`src/hw/rtl/tfdc_pkg.sv`:
```
// Shared types, constants and the steering table of the track-follow drive controller.
package tfdc_pkg;

  // Configuration register indexes
  typedef enum logic [2:0] {
    REG_LAUNCH_GEAR     = 3'd0,
    REG_BAND_SPLIT_GEAR = 3'd1,
    REG_LOW_RPM         = 3'd2,
    REG_MID_RPM         = 3'd3,
    REG_UPSHIFT_RPM     = 3'd4,
    REG_SPEED_OFFSET    = 3'd5,
    REG_SPEED_SLOPE     = 3'd6
  } tfdc_reg_e;

  localparam int unsigned CfgIndexWidth = 3;
  localparam int unsigned CfgDataWidth  = 16;

  // |angle| > pi/2 in Q12
  localparam logic signed [14:0] WrongWayQ12 = 15'sd6434;
  localparam logic [8:0]         BrakeFull   = 9'd300;

  typedef struct packed {
    logic [2:0]         launch_gear;
    logic [2:0]         band_split_gear;
    logic [14:0]        low_rpm;
    logic [14:0]        mid_rpm;
    logic [14:0]        upshift_rpm;
    logic signed [13:0] speed_offset;
    logic [15:0]        speed_slope;
  } tfdc_cfg_t;

  typedef struct packed {
    logic signed [14:0] steer;
    logic [2:0]         gear;
    logic               accel;
    logic [8:0]         brake;
    logic               hold_update;
  } tfdc_decision_t;

  // round(8192 * (9 - idx) / 9), saturated to the 15-bit range
  function automatic logic signed [14:0] steer_from_index(input logic [4:0] idx);
    logic signed [14:0] s;
    case (idx)
      5'd0:    s = 15'sd8192;
      5'd1:    s = 15'sd7282;
      5'd2:    s = 15'sd6372;
      5'd3:    s = 15'sd5461;
      5'd4:    s = 15'sd4551;
      5'd5:    s = 15'sd3641;
      5'd6:    s = 15'sd2731;
      5'd7:    s = 15'sd1820;
      5'd8:    s = 15'sd910;
      5'd9:    s = 15'sd0;
      5'd10:   s = -15'sd910;
      5'd11:   s = -15'sd1820;
      5'd12:   s = -15'sd2731;
      5'd13:   s = -15'sd3641;
      5'd14:   s = -15'sd4551;
      5'd15:   s = -15'sd5461;
      5'd16:   s = -15'sd6372;
      5'd17:   s = -15'sd7282;
      5'd18:   s = -15'sd8192;
      5'd19:   s = -15'sd9102;
      5'd20:   s = -15'sd10012;
      5'd21:   s = -15'sd10923;
      5'd22:   s = -15'sd11833;
      5'd23:   s = -15'sd12743;
      5'd24:   s = -15'sd13653;
      5'd25:   s = -15'sd14564;
      5'd26:   s = -15'sd15474;
      default: s = -15'sd16384;
    endcase
    return s;
  endfunction

endpackage

```
`src/hw/rtl/tfdc_decide.sv`:
```
// Sweep-end decision logic: steering, gear selection and throttle/brake.
module tfdc_decide
  import tfdc_pkg::*;
(
  input  tfdc_cfg_t          cfg_i,
  input  logic [4:0]         best_index_i,
  input  logic signed [12:0] best_distance_i,
  input  logic signed [12:0] held_distance_i,
  input  logic signed [14:0] car_angle_i,
  input  logic signed [3:0]  current_gear_i,
  input  logic [14:0]        engine_rpm_i,
  input  logic signed [13:0] speed_forward_i,
  output tfdc_decision_t     decision_o
);

  logic               wrong_way;
  logic signed [12:0] held_eff;
  logic [2:0]         gear_low;
  logic               downshift;
  logic signed [14:0] speed_diff;
  logic signed [30:0] target_lhs;
  logic signed [29:0] target_rhs;
  logic               over;

  assign wrong_way = (car_angle_i >= WrongWayQ12) || (car_angle_i <= -WrongWayQ12);
  assign held_eff  = wrong_way ? held_distance_i : best_distance_i;

  // Only read when the gear is positive, so the low three bits carry it.
  assign gear_low  = current_gear_i[2:0];
  assign downshift = (!current_gear_i[3] && (gear_low > cfg_i.launch_gear) &&
                      (gear_low < cfg_i.band_split_gear) && (engine_rpm_i < cfg_i.low_rpm)) ||
                     (!current_gear_i[3] && (gear_low >= cfg_i.band_split_gear) &&
                      (engine_rpm_i <= cfg_i.mid_rpm));

  assign speed_diff = 15'(speed_forward_i) - 15'(cfg_i.speed_offset);
  assign target_lhs = 31'({speed_diff, 12'd0}) | {{4{speed_diff[14]}}, 27'd0};
  assign target_rhs = 30'($signed({1'b0, cfg_i.speed_slope})) * 30'(held_eff);
  assign over       = target_lhs > 31'(target_rhs);

  always_comb begin
    decision_o.hold_update = !wrong_way;
    decision_o.steer       = wrong_way ? car_angle_i : steer_from_index(best_index_i);
    if (current_gear_i <= 4'sd0) begin
      decision_o.gear = cfg_i.launch_gear;
    end else if (engine_rpm_i > cfg_i.upshift_rpm) begin
      decision_o.gear = gear_low + 3'd1;
    end else if (downshift) begin
      decision_o.gear = gear_low - 3'd1;
    end else begin
      decision_o.gear = gear_low;
    end
    decision_o.accel = !over;
    decision_o.brake = over ? BrakeFull : 9'd0;
  end

endmodule

```
`src/hw/rtl/track_follow_drive_controller.sv`:
```
// Top level of the track-follow drive controller: reading stage, sweep argmax, result register.
//
//   channel | direction | handshake            | payload
//   --------+-----------+----------------------+---------------------------------------------
//   in      | in        | in_valid_i/in_stall_o| sensor_index, distance, sweep_last, car data
//   out     | out       | out_valid_o/out_stall_i | steer_cmd, gear_cmd, accel_cmd, brake_cmd
//   cfg     | in        | cfg_valid_i/cfg_ready_o | cfg_index_i, cfg_data_i
//
// One reading per cycle unless a stalled result holds a sweep-end reading; a result is
// registered in the result register from the reading stage when its last reading fires.
// Throughput is set by the single reading stage: argmax compare, steer table and one
// 17x13 multiply with compare sit between the reading register and the result register.
// Reset (asynchronous, active low) closes the sweep and loads register defaults.
// A stalled result holds only a sweep-end reading; other readings keep flowing.
module track_follow_drive_controller
  import tfdc_pkg::*;
#(
  parameter int unsigned NUM_SENSORS = 19
) (
  input  logic                     clk_i,
  input  logic                     rst_ni,
  input  logic                     in_valid_i,
  output logic                     in_stall_o,
  input  logic [4:0]               sensor_index_i,
  input  logic signed [12:0]       sensor_distance_i,
  input  logic                     sweep_last_i,
  input  logic signed [14:0]       car_angle_i,
  input  logic signed [3:0]        current_gear_in_i,
  input  logic [14:0]              engine_rpm_i,
  input  logic signed [13:0]       speed_forward_i,
  output logic                     out_valid_o,
  input  logic                     out_stall_i,
  output logic signed [14:0]       steer_cmd_o,
  output logic [2:0]               gear_cmd_o,
  output logic                     accel_cmd_o,
  output logic [8:0]               brake_cmd_o,
  input  logic                     cfg_valid_i,
  output logic                     cfg_ready_o,
  input  logic [CfgIndexWidth-1:0] cfg_index_i,
  input  logic [CfgDataWidth-1:0]  cfg_data_i
);

  tfdc_cfg_t cfg_q;

  // reading stage
  logic               stg_valid_q;
  logic [4:0]         stg_index_q;
  logic signed [12:0] stg_dist_q;
  logic               stg_last_q;
  logic signed [14:0] stg_angle_q;
  logic signed [3:0]  stg_gear_q;
  logic [14:0]        stg_rpm_q;
  logic signed [13:0] stg_speed_q;

  // sweep state
  logic               sweep_open_q;
  logic [4:0]         best_index_q;
  logic signed [12:0] best_dist_q;
  logic signed [12:0] held_dist_q;

  // result register
  logic               out_valid_q;
  logic signed [14:0] steer_q;
  logic [2:0]         gear_q;
  logic               accel_q;
  logic [8:0]         brake_q;

  logic               blocked;
  logic               fire;
  logic               in_accept;
  logic               idx_ok;
  logic               take_reading;
  logic [4:0]         best_index_d;
  logic signed [12:0] best_dist_d;
  tfdc_decision_t     decision;

  assign cfg_ready_o = 1'b1;

  always_ff @(posedge clk_i or negedge rst_ni) begin
    if (!rst_ni) begin
      cfg_q.launch_gear     <= 3'd1;
      cfg_q.band_split_gear <= 3'd4;
      cfg_q.low_rpm         <= 15'd1500;
      cfg_q.mid_rpm         <= 15'd4000;
      cfg_q.upshift_rpm     <= 15'd9500;
      cfg_q.speed_offset    <= 14'sd1280;
      cfg_q.speed_slope     <= 16'd4096;
    end else if (cfg_valid_i) begin
      case (cfg_index_i)
        REG_LAUNCH_GEAR:     cfg_q.launch_gear     <= cfg_data_i[2:0];
        REG_BAND_SPLIT_GEAR: cfg_q.band_split_gear <= cfg_data_i[2:0];
        REG_LOW_RPM:         cfg_q.low_rpm         <= cfg_data_i[14:0];
        REG_MID_RPM:         cfg_q.mid_rpm         <= cfg_data_i[14:0];
        REG_UPSHIFT_RPM:     cfg_q.upshift_rpm     <= cfg_data_i[14:0];
        REG_SPEED_OFFSET:    cfg_q.speed_offset    <= $signed(cfg_data_i[13:0]);
        REG_SPEED_SLOPE:     cfg_q.speed_slope     <= cfg_data_i;
        default: ;
      endcase
    end
  end

  // Hold a sweep-end reading while the result register is full and stalled.
  assign blocked    = stg_valid_q && stg_last_q && out_valid_q && out_stall_i;
  assign fire       = stg_valid_q && !blocked;
  assign in_stall_o = blocked;
  assign in_accept  = in_valid_i && !in_stall_o;

  always_ff @(posedge clk_i or negedge rst_ni) begin
    if (!rst_ni) begin
      stg_valid_q <= 1'b0;
    end else if (!blocked) begin
      stg_valid_q <= in_accept;
    end
  end

  always_ff @(posedge clk_i) begin
    if (in_accept) begin
      stg_index_q <= sensor_index_i;
      stg_dist_q  <= sensor_distance_i;
      stg_last_q  <= sweep_last_i;
      stg_angle_q <= car_angle_i;
      stg_gear_q  <= current_gear_in_i;
      stg_rpm_q   <= engine_rpm_i;
      stg_speed_q <= speed_forward_i;
    end
  end

  // Running argmax; the first of equal distances stays.
  assign idx_ok       = 32'(stg_index_q) < NUM_SENSORS;
  assign take_reading = idx_ok && (!sweep_open_q || (stg_dist_q > best_dist_q));
  assign best_index_d = take_reading ? stg_index_q : best_index_q;
  assign best_dist_d  = take_reading ? stg_dist_q : best_dist_q;

  tfdc_decide u_decide (
    .cfg_i           (cfg_q),
    .best_index_i    (best_index_d),
    .best_distance_i (best_dist_d),
    .held_distance_i (held_dist_q),
    .car_angle_i     (stg_angle_q),
    .current_gear_i  (stg_gear_q),
    .engine_rpm_i    (stg_rpm_q),
    .speed_forward_i (stg_speed_q),
    .decision_o      (decision)
  );

  always_ff @(posedge clk_i or negedge rst_ni) begin
    if (!rst_ni) begin
      sweep_open_q <= 1'b0;
      best_index_q <= '0;
      best_dist_q  <= '0;
      held_dist_q  <= '0;
    end else if (fire) begin
      if (stg_last_q) begin
        // close the sweep
        sweep_open_q <= 1'b0;
        best_index_q <= '0;
        best_dist_q  <= '0;
        if (decision.hold_update) begin
          held_dist_q <= best_dist_d;
        end
      end else begin
        sweep_open_q <= sweep_open_q || idx_ok;
        best_index_q <= best_index_d;
        best_dist_q  <= best_dist_d;
      end
    end
  end

  always_ff @(posedge clk_i or negedge rst_ni) begin
    if (!rst_ni) begin
      out_valid_q <= 1'b0;
    end else if (fire && stg_last_q) begin
      out_valid_q <= 1'b1;
    end else if (!out_stall_i) begin
      out_valid_q <= 1'b0;
    end
  end

  always_ff @(posedge clk_i) begin
    if (fire && stg_last_q) begin
      steer_q <= decision.steer;
      gear_q  <= decision.gear;
      accel_q <= decision.accel;
      brake_q <= decision.brake;
    end
  end

  assign out_valid_o = out_valid_q;
  assign steer_cmd_o = steer_q;
  assign gear_cmd_o  = gear_q;
  assign accel_cmd_o = accel_q;
  assign brake_cmd_o = brake_q;

endmodule
```
`config.mk`:
```
export PLATFORM = sky130hd
export DESIGN_NAME = track_follow_drive_controller
export DESIGN_NICKNAME = d
export VERILOG_FILES = /design/src/hw/rtl/tfdc_pkg.sv /design/src/hw/rtl/tfdc_decide.sv /design/src/hw/rtl/track_follow_drive_controller.sv
export SDC_FILE = /design/constraint.sdc
export NUM_CORES = 1
export LEC_CHECK = 0
export BUFFER_PORTS_ARGS = -buffer_cell sky130_fd_sc_hd__buf_2
export CELL_PAD_IN_SITES_DETAIL_PLACEMENT = 1
export CELL_PAD_IN_SITES_GLOBAL_PLACEMENT = 1
export CORE_MARGIN = 5
export CORE_UTILIZATION = 45
export CTS_CLUSTER_DIAMETER = 30
export CTS_CLUSTER_SIZE = 30
export DETAILED_ROUTE_END_ITERATION = 12
export GPL_TIMING_DRIVEN = 0
export PLACE_DENSITY = 0.8
export SYNTH_ARGS = -nofsm -noshare
export SYNTH_HDL_FRONTEND = slang
export SYNTH_SLANG_ARGS = --single-unit
```
`constraint.sdc`:
```
create_clock -name clk_i -period 9.1 [get_ports clk_i]
set_clock_uncertainty 0.1 [all_clocks]
set_input_delay 0.91 -clock clk_i [delete_from_list [all_inputs] [get_ports clk_i]]
set_output_delay 0.91 -clock clk_i [all_outputs]
set_load 0.02 [all_outputs]
```
==> impl_metrics.py <==
metrics = {
    "worst_setup_path": {
        "slowest_stage": "fa_1",
        "start_kind": "flop",
        "slowest_delay_ps": 540,
        "path_class": "flop to flop",
        "required_ps": 9280,
        "crit_arrival_ps": 9970,
        "cp_max_fo": 6,
        "end_kind": "flop",
    },
    "sta": {
        "layout_setup_ws_ps": -695,
        "worst_pin_slew_ps": 994,
        "drv_slew": 0,
        "setup-tns-final_ps": -1290,
        "maxSlewHeadroom_pct": 33.7,
        "timing.final.crit_share_pct": 108,
        "hold_viol_final": 0,
        "setup_viol_count_final": 2,
        "rsz0062_at_grt": "true",
        "period_minus_slack_ps": 9800,
        "fmax_mhz": 102,
    },
    "placement": {
        "port_buffers": 114,
        "dp_hpwl_um": 40800,
        "gp_congestion": 0.875,
    },
    "synth": {
        "ys_ff_latch": 202,
        "synth_edf_count": 87,
        "synth.distinct_cells": 83,
        "async_flop_share_pct": 56.9,
        "ys_seq_area_share_pct": 30.7,
        "synth_compound_area_share_pct": 11.7,
        "synth-adder-area-share_pct": 31.5,
        "synth_xor_area_share_pct": 1.70,
        "syn_area_um2": 18000,
        "ys_warn_count": 0,
        "synth_mux_area_share_pct": 4.10,
        "syn_area_per_cell_um2": 10.1,
        "synthesis.instances": 1791,
        "synth_ff_type": "dfrtp_1",
        "synthSimpleGateAreaFrac_pct": 13.2,
        "synth_top_family_by_area": "adder cells",
    },
    "layout": {
        "drive_above_1_share_pct": 25.5,
        "nFillCells": 4346,
        "final_nets": 2488,
        "multi_input_area_um2": 11800,
        "layout_commonest_cell": "inv_1",
        "finish.utilization_pct": 56.0,
        "syn2layout_area_growth_pct": 23.3,
        "register_area_um2": 5520,
        "mostFrequentLayoutCells": "249 x inv_1, 208 x nand2_1, 187 x ha_1",
    },
    "routing": {
        "drc": 0,
        "via_per_inst": 5.84,
        "wl_per_cell_um": 25.1,
        "vias": 15200,
        "routed_wl_um": 65200,
        "first_pass_iters": 5,
        "ant_nets": 0,
        "drtIter0Drc": 840,
    },
    "clock_tree": {
        "cts_tree": "built",
        "clockRootBuffer": "clkbuf_16",
        "clock_latency_ps": 550,
        "clock-sinks": 202,
        "path_clk_slew_ps": 50,
        "hold_buffers": 0,
        "clockBufferDepth": 3,
        "htreeDepth": 2,
        "numCtsBuffers": 43,
    },
    "floorplanning": {
        "die_y_um": 210,
        "rows": 73,
        "start_util_pct": 45.4,
        "core_um2": 39600,
        "ios": 122,
        "dieArea_um2": 44100,
        "die_x_um": 210,
    },
    "global_route": {
        "grt_pass1_vias": 17200,
        "grt_pass1_wl_um": 96400,
        "grt_usage_pct": 27.7,
        "grt-ovfl-total": 0,
        "antenna_found_initial": 5,
        "grt_max_degree": 96,
    },
    "run_status": {
        "outcome": "finished with violations",
        "violations": "setup timing",
    },
    "run": {
        "cap_violations": 0,
    },
    "hold_path": {
        "holdCritPathClass": "input port to asynchronous set/reset pin",
    },
}
[state kept, by name, summed over array words and instances, names as in the netlist, 13 cells and up]
| name | count |
|---|---|
| cfg_q | 81 |
| best_dist_q | 13 |
| stg_speed_q | 14 |
| stg_dist_q | 13 |
| stg_angle_q | 15 |
| stg_rpm_q | 15 |
| steer_cmd_o | 15 |
| held_dist_q | 13 |
[kinds of logic (layout without fill, tap and decap cells)]
kind of cell	Yosys count	in the layout
AOI/OAI and AO/OA	305	305
xor gates and xnor gates	35	35
adders and majority gates	360	360
buffers and inverters	325	601
DFF	202	202
muxes	66	66
other	2	7
and+or+nand+nor	496	497
[worst max-delay path: cells and delay by family (launching register included)]
family	cells	cell delay (ps)
fa+ha+maj	9	3740
simple gates	9	1080
mux	1	380
xor+xnor	1	170
flops	1	370
compound gates	13	2490
buf+inv	10	1200
[synthesized netlist by cell type, types with 9 or more instances]
library cell / instances / area, um2
a211oi_1: 9 / 67.6
a21o_1: 29 / 218
a21oi_1: 71 / 355
a221oi_1: 9 / 78.8
and2_1: 91 / 569
buf_2: 17 / 85.1
buf_4: 12 / 90.1
clkbuf_1: 34 / 128
dfrtp_1: 91 / 2280
dfstp_2: 24 / 631
edfxtp_1: 87 / 2610
fa_1: 155 / 3100
ha_1: 205 / 2560
inv_1: 257 / 965
mux2_2: 62 / 698
nand2_1: 211 / 792
nand2b_1: 10 / 62.6
nand3_1: 20 / 100
nand4_1: 16 / 100
nor2_1: 73 / 274
nor2b_1: 11 / 68.8
nor3_1: 18 / 90.1
o21a_1: 14 / 105
o21ai_0: 82 / 410
o21ai_2: 9 / 78.8
xnor2_1: 21 / 184
xor2_1: 14 / 123
[timing repair]
| item | in CTS | in global routing |
|---|---|---|
| endpoints found under the hold margin | 0 | 0 |
| gates cloned | 3 | 0 |
| pin swaps | 65 | 42 |
| endpoints found under the setup margin | 2 | 2 |
| setup buffers | 59 | 20 |
| gates resized for setup | 113 | 47 |
[stage by stage]
stage / setup WS (ps) / hold WS [ps] / instance area (um2) / cells
global route: -956 / 131 / 22200 / 2597
detailed placement: -1660 / 370 / 19300 / 2435
global placement: -1400 / 363 / 19300 / 2434
floorplan: 8.15 / 347 / 18100 / 1795
CTS: -336 / 111 / 21800 / 2577
finish: -695 / 131 / 22200 / 2598
[routing by layer]
metal	routed length [um]	vias to the layer above	share of wire (%)	global-route usage, %
li1	-	6501	-	-
met3	3940	286	6.0	6.16
met4	3780	8	5.8	13.2
met1	24200	7757	37	31.6
met2	33200	623	51	49.5
met5	57	-	0.087	0
[layout make-up]
class	instances	share of cell area, %
clock inverter	32	1.93
sequential	202	24.9
clock buffer	48	5.02
inverter	260	4.40
tap	525	2.96
buffer	65	1.92
antenna	1	0.0113
timing repair buffer	196	5.75
multi-input combinational	1269	53.1
[worst paths after layout]
check / start / endpoint / slack [ps] / cells after the start
max: best_dist_q[4]$_DFFE_PN0P_ / brake_cmd_o[5]$_DFFE_PP_ / -700 / 43
min: rst_ni / best_dist_q[10]$_DFFE_PN0P_ / 130 / 1
max reg2reg: best_dist_q[4]$_DFFE_PN0P_ / brake_cmd_o[5]$_DFFE_PP_ / -700 / 43
min reg2reg: held_dist_q[0]$_DFFE_PN0P_ / held_dist_q[0]$_DFFE_PN0P_ / 390 / 2
max in group asynchronous: rst_ni / cfg_q[58]$_DFFE_PN0P_ / 7960 / 2
min in group clk_i: held_dist_q[0]$_DFFE_PN0P_ / held_dist_q[0]$_DFFE_PN0P_ / 390 / 2
Power is not shown: default switching activity piles up to over one toggle a cycle in this logic, so the estimate is an artifact.
